--- src/hw/rtl/ans_pkg.sv ---
// shared constants, types and helpers for the annex b nal splitter
`default_nettype none

package ans_pkg;

    // parameter set store sizes
    localparam int SPS_DEPTH = 32;
    localparam int PPS_DEPTH = 16;

    localparam int SPS_AW = $clog2(SPS_DEPTH);
    localparam int PPS_AW = $clog2(PPS_DEPTH);
    localparam int SPS_LW = $clog2(SPS_DEPTH + 1);
    localparam int PPS_LW = $clog2(PPS_DEPTH + 1);
    localparam int REP_W  = (SPS_AW > PPS_AW) ? SPS_AW : PPS_AW;
    localparam int CMP_W  = REP_W + 1;

    // last index of a start code prefix
    localparam int PFX_LONG_LAST  = 3;
    localparam int PFX_SHORT_LAST = 2;

    localparam logic [7:0] BYTE_ZERO     = 8'h00;
    localparam logic [7:0] BYTE_ONE      = 8'h01;
    localparam logic [7:0] NAL_TYPE_MASK = 8'h1F;
    localparam logic [1:0] ZERO_RUN_MAX  = 2'd3;

    localparam logic [4:0] TYPE_SLICE = 5'd1;
    localparam logic [4:0] TYPE_IDR   = 5'd5;
    localparam logic [4:0] TYPE_SPS   = 5'd7;
    localparam logic [4:0] TYPE_PPS   = 5'd8;

    typedef enum logic [4:0] {
        MODE_SKIP = 5'b00001,
        MODE_HEAD = 5'b00010,
        MODE_FWD  = 5'b00100,
        MODE_SPS  = 5'b01000,
        MODE_PPS  = 5'b10000
    } mode_t;

    typedef enum logic [3:0] {
        OP_NOP,
        OP_START,
        OP_HEAD_ZERO,
        OP_HEAD_BEGIN,
        OP_HEAD_OTHER,
        OP_ZERO,
        OP_DELIV_ZERO,
        OP_DELIV_BYTE,
        OP_EMIT_LONG_PFX,
        OP_EMIT_SPS,
        OP_EMIT_PPS,
        OP_EMIT_PFX,
        OP_EMIT_HDR
    } op_t;

    typedef struct packed {
        op_t  op;
        logic take;
    } cmd_t;

    typedef struct packed {
        mode_t      mode;
        logic [1:0] zero_run;
        logic       sps_valid;
        logic       pps_valid;
        logic       slot_free;
        logic       rep_pfx4_end;
        logic       rep_sps_end;
        logic       rep_pps_end;
        logic       rep_pfx_end;
    } status_t;

    function automatic logic [4:0] nal_type(input logic [7:0] b);
        return 5'(b & NAL_TYPE_MASK);
    endfunction

endpackage

`default_nettype wire

--- src/hw/rtl/ans_ctrl.sv ---
// sequencing state machine of the nal splitter
`default_nettype none

module ans_ctrl (
    input  logic                aclk,
    input  logic                aresetn,
    input  logic                s_valid,
    input  logic [7:0]          s_data_byte,
    output logic                s_ready,
    input  ans_pkg::status_t    status,
    output ans_pkg::cmd_t       cmd
);

    typedef enum logic [7:0] {
        ST_IDLE     = 8'b00000001,
        ST_DELIV    = 8'b00000010,
        ST_SPS_PFX  = 8'b00000100,
        ST_SPS_DATA = 8'b00001000,
        ST_PPS_PFX  = 8'b00010000,
        ST_PPS_DATA = 8'b00100000,
        ST_PFX      = 8'b01000000,
        ST_HDR      = 8'b10000000
    } ctrl_state_t;

    ctrl_state_t state_reg;
    ctrl_state_t state_next;
    logic        is_sc;
    logic        is_idr;
    logic        is_fwd_type;

    assign is_sc  = (s_data_byte == ans_pkg::BYTE_ONE) && status.zero_run[1];
    assign is_idr = (ans_pkg::nal_type(s_data_byte) == ans_pkg::TYPE_IDR);

    always_comb begin
        is_fwd_type = ans_pkg::nal_type(s_data_byte)
                      inside {ans_pkg::TYPE_SLICE, ans_pkg::TYPE_IDR};
    end

    assign s_ready = (state_reg == ST_IDLE) && status.slot_free;

    always_comb begin
        state_next = state_reg;
        cmd.op     = ans_pkg::OP_NOP;
        cmd.take   = 1'b0;
        case (state_reg)
            ST_IDLE: begin
                if (s_valid && status.slot_free) begin
                    cmd.take = 1'b1;
                    if (is_sc) begin
                        cmd.op = ans_pkg::OP_START;
                    end else if (status.mode == ans_pkg::MODE_HEAD) begin
                        if (s_data_byte == ans_pkg::BYTE_ZERO) begin
                            cmd.op = ans_pkg::OP_HEAD_ZERO;
                        end else if (is_fwd_type) begin
                            cmd.op = ans_pkg::OP_HEAD_BEGIN;
                            if (is_idr && status.sps_valid) begin
                                state_next = ST_SPS_PFX;
                            end else if (is_idr && status.pps_valid) begin
                                state_next = ST_PPS_PFX;
                            end else begin
                                state_next = ST_PFX;
                            end
                        end else begin
                            cmd.op = ans_pkg::OP_HEAD_OTHER;
                        end
                    end else if (s_data_byte == ans_pkg::BYTE_ZERO) begin
                        cmd.op = ans_pkg::OP_ZERO;
                    end else if (status.zero_run == 2'd0) begin
                        cmd.op = ans_pkg::OP_DELIV_BYTE;
                    end else begin
                        cmd.op     = ans_pkg::OP_DELIV_ZERO;
                        state_next = ST_DELIV;
                    end
                end
            end
            ST_DELIV: begin
                if (status.slot_free) begin
                    if (status.zero_run != 2'd0) begin
                        cmd.op = ans_pkg::OP_DELIV_ZERO;
                    end else begin
                        cmd.op     = ans_pkg::OP_DELIV_BYTE;
                        state_next = ST_IDLE;
                    end
                end
            end
            ST_SPS_PFX: begin
                if (status.slot_free) begin
                    cmd.op = ans_pkg::OP_EMIT_LONG_PFX;
                    if (status.rep_pfx4_end) begin
                        state_next = ST_SPS_DATA;
                    end
                end
            end
            ST_SPS_DATA: begin
                if (status.slot_free) begin
                    cmd.op = ans_pkg::OP_EMIT_SPS;
                    if (status.rep_sps_end) begin
                        state_next = status.pps_valid ? ST_PPS_PFX : ST_PFX;
                    end
                end
            end
            ST_PPS_PFX: begin
                if (status.slot_free) begin
                    cmd.op = ans_pkg::OP_EMIT_LONG_PFX;
                    if (status.rep_pfx4_end) begin
                        state_next = ST_PPS_DATA;
                    end
                end
            end
            ST_PPS_DATA: begin
                if (status.slot_free) begin
                    cmd.op = ans_pkg::OP_EMIT_PPS;
                    if (status.rep_pps_end) begin
                        state_next = ST_PFX;
                    end
                end
            end
            ST_PFX: begin
                if (status.slot_free) begin
                    cmd.op = ans_pkg::OP_EMIT_PFX;
                    if (status.rep_pfx_end) begin
                        state_next = ST_HDR;
                    end
                end
            end
            ST_HDR: begin
                if (status.slot_free) begin
                    cmd.op     = ans_pkg::OP_EMIT_HDR;
                    state_next = ST_IDLE;
                end
            end
            default: begin
                state_next = ST_IDLE;
            end
        endcase
    end

    always_ff @(posedge aclk) begin
        if (!aresetn) begin
            state_reg <= ST_IDLE;
        end else begin
            state_reg <= state_next;
        end
    end

    // header byte always closes the forwarded prefix sequence
    a_hdr_to_idle: assert property (@(posedge aclk) disable iff (!aresetn)
        (state_reg == ST_HDR && status.slot_free) |=> (state_reg == ST_IDLE))
        else $error("header emit did not return to idle");

endmodule

`default_nettype wire

--- src/hw/rtl/ans_dp.sv ---
// parse state, parameter set stores and result queue of the nal splitter
`default_nettype none

module ans_dp (
    input  logic                aclk,
    input  logic                aresetn,
    input  logic [7:0]          s_data_byte,
    input  ans_pkg::cmd_t       cmd,
    output ans_pkg::status_t    status,
    output logic                m_valid,
    input  logic                m_ready,
    output logic [7:0]          m_out_byte,
    output logic                m_byte_valid,
    output logic                m_unit_start,
    output logic                m_unit_end,
    output logic                m_param_overflow,
    output logic                m_last
);

    typedef struct packed {
        logic [7:0] out_byte;
        logic       byte_valid;
        logic       unit_start;
        logic       unit_end;
        logic       param_overflow;
        logic       last;
    } res_t;

    ans_pkg::mode_t              mode_reg, mode_next;
    logic [1:0]                  zero_run_reg, zero_run_next;
    logic                        prefix_long_reg, prefix_long_next;
    logic [ans_pkg::SPS_LW-1:0]  sps_len_reg, sps_len_next;
    logic [ans_pkg::PPS_LW-1:0]  pps_len_reg, pps_len_next;
    logic                        sps_valid_reg, sps_valid_next;
    logic                        pps_valid_reg, pps_valid_next;
    logic [ans_pkg::REP_W-1:0]   rep_reg, rep_next;
    logic                        first_reg, first_next;
    logic [7:0]                  byte_reg;

    logic [7:0] sps_mem [ans_pkg::SPS_DEPTH];
    logic [7:0] pps_mem [ans_pkg::PPS_DEPTH];
    // store read data, fetched at the next replay index
    logic [7:0] sps_rd_reg;
    logic [7:0] pps_rd_reg;

    res_t q0_reg, q0_next, q1_reg, q1_next;
    logic q0_valid_reg, q0_valid_next, q1_valid_reg, q1_valid_next;

    logic [7:0]                  cur_byte;
    logic                        emit;
    res_t                        res;
    logic                        dv_en;
    logic [7:0]                  dv_val;
    logic                        dv_last;
    logic                        sps_we;
    logic [ans_pkg::SPS_AW-1:0]  sps_waddr;
    logic [7:0]                  sps_wdata;
    logic                        pps_we;
    logic [ans_pkg::PPS_AW-1:0]  pps_waddr;
    logic [7:0]                  pps_wdata;
    logic                        pop;
    logic                        rep_pfx4_end;
    logic                        rep_sps_end;
    logic                        rep_pps_end;
    logic                        rep_pfx_end;

    assign cur_byte = cmd.take ? s_data_byte : byte_reg;

    assign rep_pfx4_end = (rep_reg == ans_pkg::REP_W'(ans_pkg::PFX_LONG_LAST));
    assign rep_pfx_end  = (rep_reg == (prefix_long_reg ?
                                       ans_pkg::REP_W'(ans_pkg::PFX_LONG_LAST) :
                                       ans_pkg::REP_W'(ans_pkg::PFX_SHORT_LAST)));
    assign rep_sps_end  = ((ans_pkg::CMP_W'(rep_reg) + ans_pkg::CMP_W'(1))
                           == ans_pkg::CMP_W'(sps_len_reg));
    assign rep_pps_end  = ((ans_pkg::CMP_W'(rep_reg) + ans_pkg::CMP_W'(1))
                           == ans_pkg::CMP_W'(pps_len_reg));

    assign status.mode         = mode_reg;
    assign status.zero_run     = zero_run_reg;
    assign status.sps_valid    = sps_valid_reg;
    assign status.pps_valid    = pps_valid_reg;
    assign status.slot_free    = !q1_valid_reg;
    assign status.rep_pfx4_end = rep_pfx4_end;
    assign status.rep_sps_end  = rep_sps_end;
    assign status.rep_pps_end  = rep_pps_end;
    assign status.rep_pfx_end  = rep_pfx_end;

    always_comb begin
        mode_next        = mode_reg;
        zero_run_next    = zero_run_reg;
        prefix_long_next = prefix_long_reg;
        sps_len_next     = sps_len_reg;
        pps_len_next     = pps_len_reg;
        sps_valid_next   = sps_valid_reg;
        pps_valid_next   = pps_valid_reg;
        rep_next         = rep_reg;
        first_next       = first_reg;
        emit             = 1'b0;
        res              = '0;
        dv_en            = 1'b0;
        dv_val           = ans_pkg::BYTE_ZERO;
        dv_last          = 1'b0;
        sps_we           = 1'b0;
        sps_waddr        = '0;
        sps_wdata        = cur_byte;
        pps_we           = 1'b0;
        pps_waddr        = '0;
        pps_wdata        = cur_byte;

        case (cmd.op)
            ans_pkg::OP_START: begin
                if (mode_reg == ans_pkg::MODE_FWD) begin
                    emit         = 1'b1;
                    res.unit_end = 1'b1;
                    res.last     = 1'b1;
                end else if (mode_reg == ans_pkg::MODE_SPS) begin
                    sps_valid_next = 1'b1;
                end else if (mode_reg == ans_pkg::MODE_PPS) begin
                    pps_valid_next = 1'b1;
                end
                prefix_long_next = (zero_run_reg == ans_pkg::ZERO_RUN_MAX);
                zero_run_next    = 2'd0;
                mode_next        = ans_pkg::MODE_HEAD;
            end
            ans_pkg::OP_HEAD_ZERO: begin
                mode_next     = ans_pkg::MODE_SKIP;
                zero_run_next = 2'd1;
            end
            ans_pkg::OP_HEAD_BEGIN: begin
                first_next = 1'b1;
                rep_next   = '0;
            end
            ans_pkg::OP_HEAD_OTHER: begin
                case (ans_pkg::nal_type(cur_byte))
                    ans_pkg::TYPE_SPS: begin
                        sps_valid_next = 1'b0;
                        sps_we         = 1'b1;
                        sps_len_next   = ans_pkg::SPS_LW'(1);
                        mode_next      = ans_pkg::MODE_SPS;
                    end
                    ans_pkg::TYPE_PPS: begin
                        pps_valid_next = 1'b0;
                        pps_we         = 1'b1;
                        pps_len_next   = ans_pkg::PPS_LW'(1);
                        mode_next      = ans_pkg::MODE_PPS;
                    end
                    default: begin
                        mode_next = ans_pkg::MODE_SKIP;
                    end
                endcase
            end
            ans_pkg::OP_ZERO: begin
                if (zero_run_reg != ans_pkg::ZERO_RUN_MAX) begin
                    zero_run_next = zero_run_reg + 2'd1;
                end else begin
                    dv_en   = 1'b1;
                    dv_last = 1'b1;
                end
            end
            ans_pkg::OP_DELIV_ZERO: begin
                zero_run_next = zero_run_reg - 2'd1;
                dv_en         = 1'b1;
            end
            ans_pkg::OP_DELIV_BYTE: begin
                zero_run_next = 2'd0;
                dv_en         = 1'b1;
                dv_val        = cur_byte;
                dv_last       = 1'b1;
            end
            ans_pkg::OP_EMIT_LONG_PFX: begin
                emit           = 1'b1;
                res.out_byte   = rep_pfx4_end ? ans_pkg::BYTE_ONE : ans_pkg::BYTE_ZERO;
                res.byte_valid = 1'b1;
                res.unit_start = first_reg;
                first_next     = 1'b0;
                rep_next       = rep_pfx4_end ? '0 : rep_reg + 1'b1;
            end
            ans_pkg::OP_EMIT_SPS: begin
                emit           = 1'b1;
                res.out_byte   = sps_rd_reg;
                res.byte_valid = 1'b1;
                res.unit_start = first_reg;
                first_next     = 1'b0;
                rep_next       = rep_sps_end ? '0 : rep_reg + 1'b1;
            end
            ans_pkg::OP_EMIT_PPS: begin
                emit           = 1'b1;
                res.out_byte   = pps_rd_reg;
                res.byte_valid = 1'b1;
                res.unit_start = first_reg;
                first_next     = 1'b0;
                rep_next       = rep_pps_end ? '0 : rep_reg + 1'b1;
            end
            ans_pkg::OP_EMIT_PFX: begin
                emit           = 1'b1;
                res.out_byte   = rep_pfx_end ? ans_pkg::BYTE_ONE : ans_pkg::BYTE_ZERO;
                res.byte_valid = 1'b1;
                res.unit_start = first_reg;
                first_next     = 1'b0;
                rep_next       = rep_pfx_end ? '0 : rep_reg + 1'b1;
            end
            ans_pkg::OP_EMIT_HDR: begin
                emit           = 1'b1;
                res.out_byte   = byte_reg;
                res.byte_valid = 1'b1;
                res.unit_start = first_reg;
                res.last       = 1'b1;
                first_next     = 1'b0;
                mode_next      = ans_pkg::MODE_FWD;
            end
            default: begin
            end
        endcase

        // payload byte goes out, into a store, trips the overflow, or is dropped
        if (dv_en) begin
            if (mode_reg == ans_pkg::MODE_FWD) begin
                emit           = 1'b1;
                res.out_byte   = dv_val;
                res.byte_valid = 1'b1;
                res.last       = dv_last;
            end else if (mode_reg == ans_pkg::MODE_SPS) begin
                if (sps_len_reg >= ans_pkg::SPS_LW'(ans_pkg::SPS_DEPTH)) begin
                    sps_valid_next     = 1'b0;
                    mode_next          = ans_pkg::MODE_SKIP;
                    emit               = 1'b1;
                    res.param_overflow = 1'b1;
                    res.last           = 1'b1;
                end else begin
                    sps_we       = 1'b1;
                    sps_waddr    = sps_len_reg[ans_pkg::SPS_AW-1:0];
                    sps_wdata    = dv_val;
                    sps_len_next = sps_len_reg + 1'b1;
                end
            end else if (mode_reg == ans_pkg::MODE_PPS) begin
                if (pps_len_reg >= ans_pkg::PPS_LW'(ans_pkg::PPS_DEPTH)) begin
                    pps_valid_next     = 1'b0;
                    mode_next          = ans_pkg::MODE_SKIP;
                    emit               = 1'b1;
                    res.param_overflow = 1'b1;
                    res.last           = 1'b1;
                end else begin
                    pps_we       = 1'b1;
                    pps_waddr    = pps_len_reg[ans_pkg::PPS_AW-1:0];
                    pps_wdata    = dv_val;
                    pps_len_next = pps_len_reg + 1'b1;
                end
            end
        end
    end

    // two-entry result queue
    assign pop = q0_valid_reg && m_ready;

    always_comb begin
        q0_next       = q0_reg;
        q1_next       = q1_reg;
        q0_valid_next = q0_valid_reg;
        q1_valid_next = q1_valid_reg;
        if (pop) begin
            if (q1_valid_reg) begin
                q0_next       = q1_reg;
                q1_valid_next = 1'b0;
            end else begin
                q0_valid_next = 1'b0;
            end
        end
        if (emit) begin
            if (!q0_valid_next) begin
                q0_next       = res;
                q0_valid_next = 1'b1;
            end else begin
                q1_next       = res;
                q1_valid_next = 1'b1;
            end
        end
    end

    always_ff @(posedge aclk) begin
        if (!aresetn) begin
            mode_reg        <= ans_pkg::MODE_SKIP;
            zero_run_reg    <= 2'd0;
            prefix_long_reg <= 1'b0;
            sps_len_reg     <= '0;
            pps_len_reg     <= '0;
            sps_valid_reg   <= 1'b0;
            pps_valid_reg   <= 1'b0;
            rep_reg         <= '0;
            first_reg       <= 1'b0;
            q0_valid_reg    <= 1'b0;
            q1_valid_reg    <= 1'b0;
        end else begin
            mode_reg        <= mode_next;
            zero_run_reg    <= zero_run_next;
            prefix_long_reg <= prefix_long_next;
            sps_len_reg     <= sps_len_next;
            pps_len_reg     <= pps_len_next;
            sps_valid_reg   <= sps_valid_next;
            pps_valid_reg   <= pps_valid_next;
            rep_reg         <= rep_next;
            first_reg       <= first_next;
            q0_valid_reg    <= q0_valid_next;
            q1_valid_reg    <= q1_valid_next;
        end
    end

    always_ff @(posedge aclk) begin
        q0_reg <= q0_next;
        q1_reg <= q1_next;
        if (cmd.take) begin
            byte_reg <= s_data_byte;
        end
    end

    // read data follows rep_next, so it holds the entry at rep_reg during replay;
    // stores are never written while a replay runs
    always_ff @(posedge aclk) begin
        if (sps_we) begin
            sps_mem[sps_waddr] <= sps_wdata;
        end
        if (pps_we) begin
            pps_mem[pps_waddr] <= pps_wdata;
        end
        sps_rd_reg <= sps_mem[rep_next[ans_pkg::SPS_AW-1:0]];
        pps_rd_reg <= pps_mem[rep_next[ans_pkg::PPS_AW-1:0]];
    end

    assign m_valid          = q0_valid_reg;
    assign m_out_byte       = q0_reg.out_byte;
    assign m_byte_valid     = q0_reg.byte_valid;
    assign m_unit_start     = q0_reg.unit_start;
    assign m_unit_end       = q0_reg.unit_end;
    assign m_param_overflow = q0_reg.param_overflow;
    assign m_last           = q0_reg.last;

    a_sps_len: assert property (@(posedge aclk) disable iff (!aresetn)
        sps_valid_reg |-> (sps_len_reg != '0))
        else $error("valid sps with empty store");

    a_head_zero_run: assert property (@(posedge aclk) disable iff (!aresetn)
        (mode_reg == ans_pkg::MODE_HEAD) |-> (zero_run_reg == 2'd0))
        else $error("zeros held while waiting for a header");

    a_ovf_last: assert property (@(posedge aclk) disable iff (!aresetn)
        (m_valid && m_param_overflow) |-> (m_last && !m_byte_valid))
        else $error("overflow marker not the final result of its item");

    a_queue_order: assert property (@(posedge aclk) disable iff (!aresetn)
        q1_valid_reg |-> q0_valid_reg)
        else $error("queue tail filled with empty head");

endmodule

`default_nettype wire

--- src/hw/rtl/annexb_nal_splitter.sv ---
// top level of the annex b nal unit splitter
`default_nettype none

// channel   direction  ports                                   payload
// s_        in         s_valid s_ready s_data_byte             one stream byte
// m_        out        m_valid m_ready m_out_byte m_byte_valid  one output byte
//                      m_unit_start m_unit_end                  or one marker
//                      m_param_overflow m_last
//
// a byte that releases held zeros first delivers each held zero in turn
// a slice header runs take, prefix, header byte; an idr header runs take, each
// valid set behind a 4-byte prefix, prefix, header byte; one result per cycle
// while a queue slot is free, from the sequencer into a two-entry result queue
// reset is synchronous active low and leaves no parameter set valid
// input is taken only in the idle state with a free queue slot, so a full
// queue (m_ready low) stalls the parser; stores need no clearing pass
module annexb_nal_splitter (
    input  logic        aclk,
    input  logic        aresetn,
    input  logic        s_valid,
    output logic        s_ready,
    input  logic [7:0]  s_data_byte,
    output logic        m_valid,
    input  logic        m_ready,
    output logic [7:0]  m_out_byte,
    output logic        m_byte_valid,
    output logic        m_unit_start,
    output logic        m_unit_end,
    output logic        m_param_overflow,
    output logic        m_last
);

    // command from the sequencer, status back from the datapath
    ans_pkg::cmd_t    cmd;
    ans_pkg::status_t status;

    // sequencer: decodes each item and steps through prefix and replay bursts
    ans_ctrl u_ctrl (
        .aclk        (aclk),
        .aresetn     (aresetn),
        .s_valid     (s_valid),
        .s_data_byte (s_data_byte),
        .s_ready     (s_ready),
        .status      (status),
        .cmd         (cmd)
    );

    // datapath: zero run tracking, sps/pps stores and the result queue
    ans_dp u_dp (
        .aclk             (aclk),
        .aresetn          (aresetn),
        .s_data_byte      (s_data_byte),
        .cmd              (cmd),
        .status           (status),
        .m_valid          (m_valid),
        .m_ready          (m_ready),
        .m_out_byte       (m_out_byte),
        .m_byte_valid     (m_byte_valid),
        .m_unit_start     (m_unit_start),
        .m_unit_end       (m_unit_end),
        .m_param_overflow (m_param_overflow),
        .m_last           (m_last)
    );

endmodule

`default_nettype wire

--- config.mk ---
export PLATFORM = sky130hd
export DESIGN_NAME = annexb_nal_splitter
export DESIGN_NICKNAME = d
export VERILOG_FILES = /design/src/hw/rtl/ans_pkg.sv /design/src/hw/rtl/ans_ctrl.sv /design/src/hw/rtl/ans_dp.sv /design/src/hw/rtl/annexb_nal_splitter.sv
export SDC_FILE = /design/constraint.sdc
export NUM_CORES = 1
export LEC_CHECK = 0
export BUFFER_PORTS_ARGS = -buffer_cell sky130_fd_sc_hd__buf_4
export CAP_MARGIN = 20
export CORE_UTILIZATION = 57
export DETAILED_ROUTE_END_ITERATION = 7
export PLACE_DENSITY = 0.76
export SYNTH_ARGS = -nofsm -noshare
export SYNTH_HDL_FRONTEND = slang
export SYNTH_SLANG_ARGS = --single-unit
--- constraint.sdc ---
create_clock -name aclk -period 3.87 [get_ports aclk]
set_input_delay 0.774 -clock aclk [delete_from_list [all_inputs] [get_ports aclk]]
set_output_delay 0.774 -clock aclk [all_outputs]
set_load 0.02 [all_outputs]
==> results by stage <==
Routing:
- The final routed DRC violation total is 0.
- Wires add up to 52820 um.
- The overall via count from detail_route is 15047.
- After the first detailed-routing iteration, the DRC count stood at ~1700.
- In the routed layout, each cell is associated on average with a via count of 6.291.
- The iteration count of the initial detailed-routing pass is 6.
- The average wire length per cell after detail routing is 22.08 um.
- The residual antenna-violating net count after detailed routing is 0.

Logic synthesis:
- The largest total area in the synthesized netlist belongs to sky130_fd_sc_hd__edfxtp_1.
- The post-synthesis compound-gate area fraction is 0.1051.
- The cell count after synthesis came out at 1744.
- The number of distinct standard cells referenced by the synthesized netlist is 80.
- The per-instance average area after synthesis is 11.57 um^2.
- The fraction of synthesis flops using an asynchronous set or reset pin is 0.
- The number of enable-type register cells in the synthesized netlist is 397.
- Sorting the synthesized cells by area gives the leading types as sky130_fd_sc_hd__edfxtp_1, sky130_fd_sc_hd__dfxtp_1, sky130_fd_sc_hd__nand2_1.
- Of the total synthesized cell area, the portion taken by AND, OR, NAND and NOR gates is 0.1797.
- Of the post-synthesis cell area, the dominant cell type holds 0.5909.
- The xor-xnor portion of the synthesized cell area is 0.005210.
- The proportion of synthesized chip area in sequential cells is 0.6644.
- The most used flip-flop cell after synthesis is sky130_fd_sc_hd__edfxtp_1.
- The adder and majority gate portion of the synthesized area is 0.003597.
- The main combinational cell family by area after synthesis is simple AND/OR/NAND/NOR gates.
- The Yosys step of the flow raised 0 warnings.
- In this run the cell area of the synthesized design comes to about 20000 um^2.
- The number of nets in the synthesized netlist is 1761.
- After synthesis the netlist holds a flip-flop and latch count of 471.
- Measured against the total synthesized area, the mux share comes to 0.01321.

CTS:
- The later pin in the worst-skew pair is clocked with a latency of ~0.6 ns.
- Clock-pin slew was measured on the worst setup and hold paths at 0.06 ns.
- The longest clock path from root to sink contains 3 buffers.
- Counting every sink on the clock net gives 471.
- In this run the clock root is driven by a sky130_fd_sc_hd__clkbuf_16.
- Hold repair after CTS inserted 0 buffers.
- TritonCTS built the clock tree.
- The depth of the CTS H-tree is 2.
- The number of clock buffers inserted by TritonCTS is 47.

Power and ir drop:
- The total leakage power is 8.859 nW.
- Power spread over the standard cell area amounts to 624.1 nW/um^2.
- The total power draw is 14.97 mW.
- The maximum vdd ir drop is 0.4644 mV.

Critical path:
- The worst setup path is of the reg -> reg kind.
- Data on the critical path is required at its endpoint by 4.36 ns.
- In this run the worst path has a maximum fanout of 13.
- Traced cell by cell, the critical path runs through ha_1, xnor2_1, o211ai_1, or4b_1, o21a_2, nor3_4, buf_4, mux2i_4, buf_12, buf_4, buf_12, and3_1, a31oi_2, o22ai_1, nor4_2.
- The critical-path cell with the highest stage delay is sky130_fd_sc_hd__or4b_1.
- In this design, the stage delay of the slowest critical-path cell is 0.59 ns.
- The startpoint kind of the worst setup timing path is a flip-flop.
- At the worst endpoint, the arrival time is approximately 4.3 ns.
- The critical path endpoint category is a flip-flop.

Floorplan:
- The number of placed I/O pins is 27.
- In this run the vertical extent of the chip is 190.1 um.
- The floorplan die width is about 190 um.
- The floorplan step defined a die boundary enclosing 36150 um^2.
- The count of standard-cell rows is ~70.
- For this configuration, the core starts out at a cell density of 0.5812.
- In this run the standard cell core region covers 34710 um^2.

Finish:
- The fraction of layout cells with a size suffix above 1 is 0.1740.
- The final antenna diode count is 0.
- From synthesis to final layout, the design area changed by 18.88%.
- The register with the most flip-flops in the layout has 256 of them.
- The final net count is about 1900.
- After the flow finishes, the layout carries non-filler instances totaling 2392.

Place:
- In this run the tool buffered the top-level ports with 26 buffer cells.
- At the end of routability-driven placement, the weighted congestion stood at 0.9536.
- The total placed cells including tap cells is around 2300.
- The post-DP HPWL is 33900 um.

Run status:
- The run finished with clean final reports.

Timing:
- The transition time of the tightest slew-check pin is between 1 and 1.5 ns.
- The final count of negative-setup-slack endpoints is 0.
- The setup clock skew after layout is 0.02425 ns.
- Setup repair after global routing left no endpoint under its margin.
- The post-route worst hold slack is a little under 0.5 ns.
- The number of slew-limit violations in the final report is 0.
- The total count of hold-check failures in the final report is 0.
- In the finished design, the share of the clock period the worst path needs comes to 0.9803.
- Timing would allow up to 263.6 MHz.
- The minimum clock period is roughly 3.8 ns.
- The relative slew slack is 0.2337.

Global routing:
- The number of global-route vias before repair came to ~14000.
- Global routing finished with a remaining overflow of 0.
- The initial antenna violation count was 1.
- In the global route stage, overall resource usage came out at 0.2940.
- Entering global routing, the biggest net connects 37 pins.
- The first global-routing pass estimated 80850 um of wire.

Min path:
- The min-delay analysis places its worst path in the category reg -> reg.

Job:
- The tool flagged a number of max-cap violations equal to 0.
## power by group
group	switching [mW]	internal, mW
Sequential	0.151	6.44
Combinational	2.44	1.31
Clock	1.95	2.67
Total	4.54	10.4
## area by class of cell
type,instances,area (um^2)
flip-flops and latches,471,13400
inverters,24,90.09
repair buffers,211,1997
fillers,2393,10730
well taps,455,569.3
multi-input cells,1146,6357
clock buffers,55,1259
clock inverters,30,306.5
## worst max-delay path: cells and delay by family, from the launching register on
kind                       cells  cell delay [ns]
adders and majority gates      1             0.35
muxes                          1             0.08
AOI/OAI and AO/OA              4             0.79
buffers and inverters          4             0.65
DFF                            1             0.32
and+or+nand+nor                4             1.31
xor gates and xnor gates       1             0.19
## routing by layer
metal | share of wire | GRT usage
met3 | 0.095 | 0.04962
met1 | 0.40 | 0.4167
met4 | 0.035 | 0.1243
met5 | 0.00025 | 0
met2 | 0.47 | 0.4516
## cells in the final DEF, fill, tap and decap left out, drive strengths merged, types with 13 or more instances in the layout
master	count
a21oi	46
a221o	33
a31oi	63
and3	63
buf	210
clkbuf	56
clkinv	20
dfxtp	74
edfxtp	397
inv	26
mux2i	24
nand2	395
nand3	107
nand4	13
nor2	114
nor2b	15
nor3	23
nor4	15
o21ai	46
o22ai	50
or3	14
## path summary, 6_finish.rpt
check | start | endpoint | slack, ns | depth (start not counted)
max | u_dp.rep_reg[0] | u_dp.sps_rd_reg[4] | 0.08 | 15
min | u_dp.first_reg | u_dp.first_reg | 0.49 | 1
max reg2reg | u_dp.rep_reg[0] | u_dp.sps_rd_reg[4] | 0.08 | 15
min reg2reg | u_dp.first_reg | u_dp.first_reg | 0.49 | 1
## timing repair
item / in CTS / in global routing
setup buffers: 2 / 2
gates cloned: 0 / 1
endpoints found under the setup margin: 3 / 257
resized for setup: 1 / 19
hold endpoints to repair: 0 / 0
pin swaps: 0 / 3
## per-stage QoR
step | cell area (um^2) | utilization | setup TNS [ns] | worst slack (ns)
floorplan | 20200 | - | 0 | 0.003230
global placement | 22240 | 0.6406 | -0.03932 | -0.03932
detailed placement | 22240 | 0.6406 | -0.06237 | -0.05729
CTS | 23840 | 0.6867 | 0 | 0.004475
global route | 23980 | 0.6909 | 0 | 0.006021
finish | 23980 | 0.6909 | 0 | 0.07623
## cells by family (layout without fill, tap and decap cells)
family	Yosys count	in the layout
AOI/OAI and AO/OA	307	307
xor gates and xnor gates	12	12
adders and majority gates	6	6
buffers and inverters	127	320
DFF	471	471
muxes	26	26
and+or+nand+nor	795	795
## synthesized netlist by cell type, types with 20 or more instances
master                     instances
sky130_fd_sc_hd__a21oi_1          46
sky130_fd_sc_hd__a221o_1          33
sky130_fd_sc_hd__a31oi_1          63
sky130_fd_sc_hd__and3_1           63
sky130_fd_sc_hd__buf_2            43
sky130_fd_sc_hd__clkbuf_1         40
sky130_fd_sc_hd__dfxtp_1          74
sky130_fd_sc_hd__edfxtp_1        397
sky130_fd_sc_hd__inv_1            21
sky130_fd_sc_hd__mux2i_1          23
sky130_fd_sc_hd__nand2_1         394
sky130_fd_sc_hd__nand3_1         106
sky130_fd_sc_hd__nor2_1          113
sky130_fd_sc_hd__nor3_1           20
sky130_fd_sc_hd__o21ai_0          44
sky130_fd_sc_hd__o22ai_1          49
Note: power is estimated with default switching activity, not from simulation.
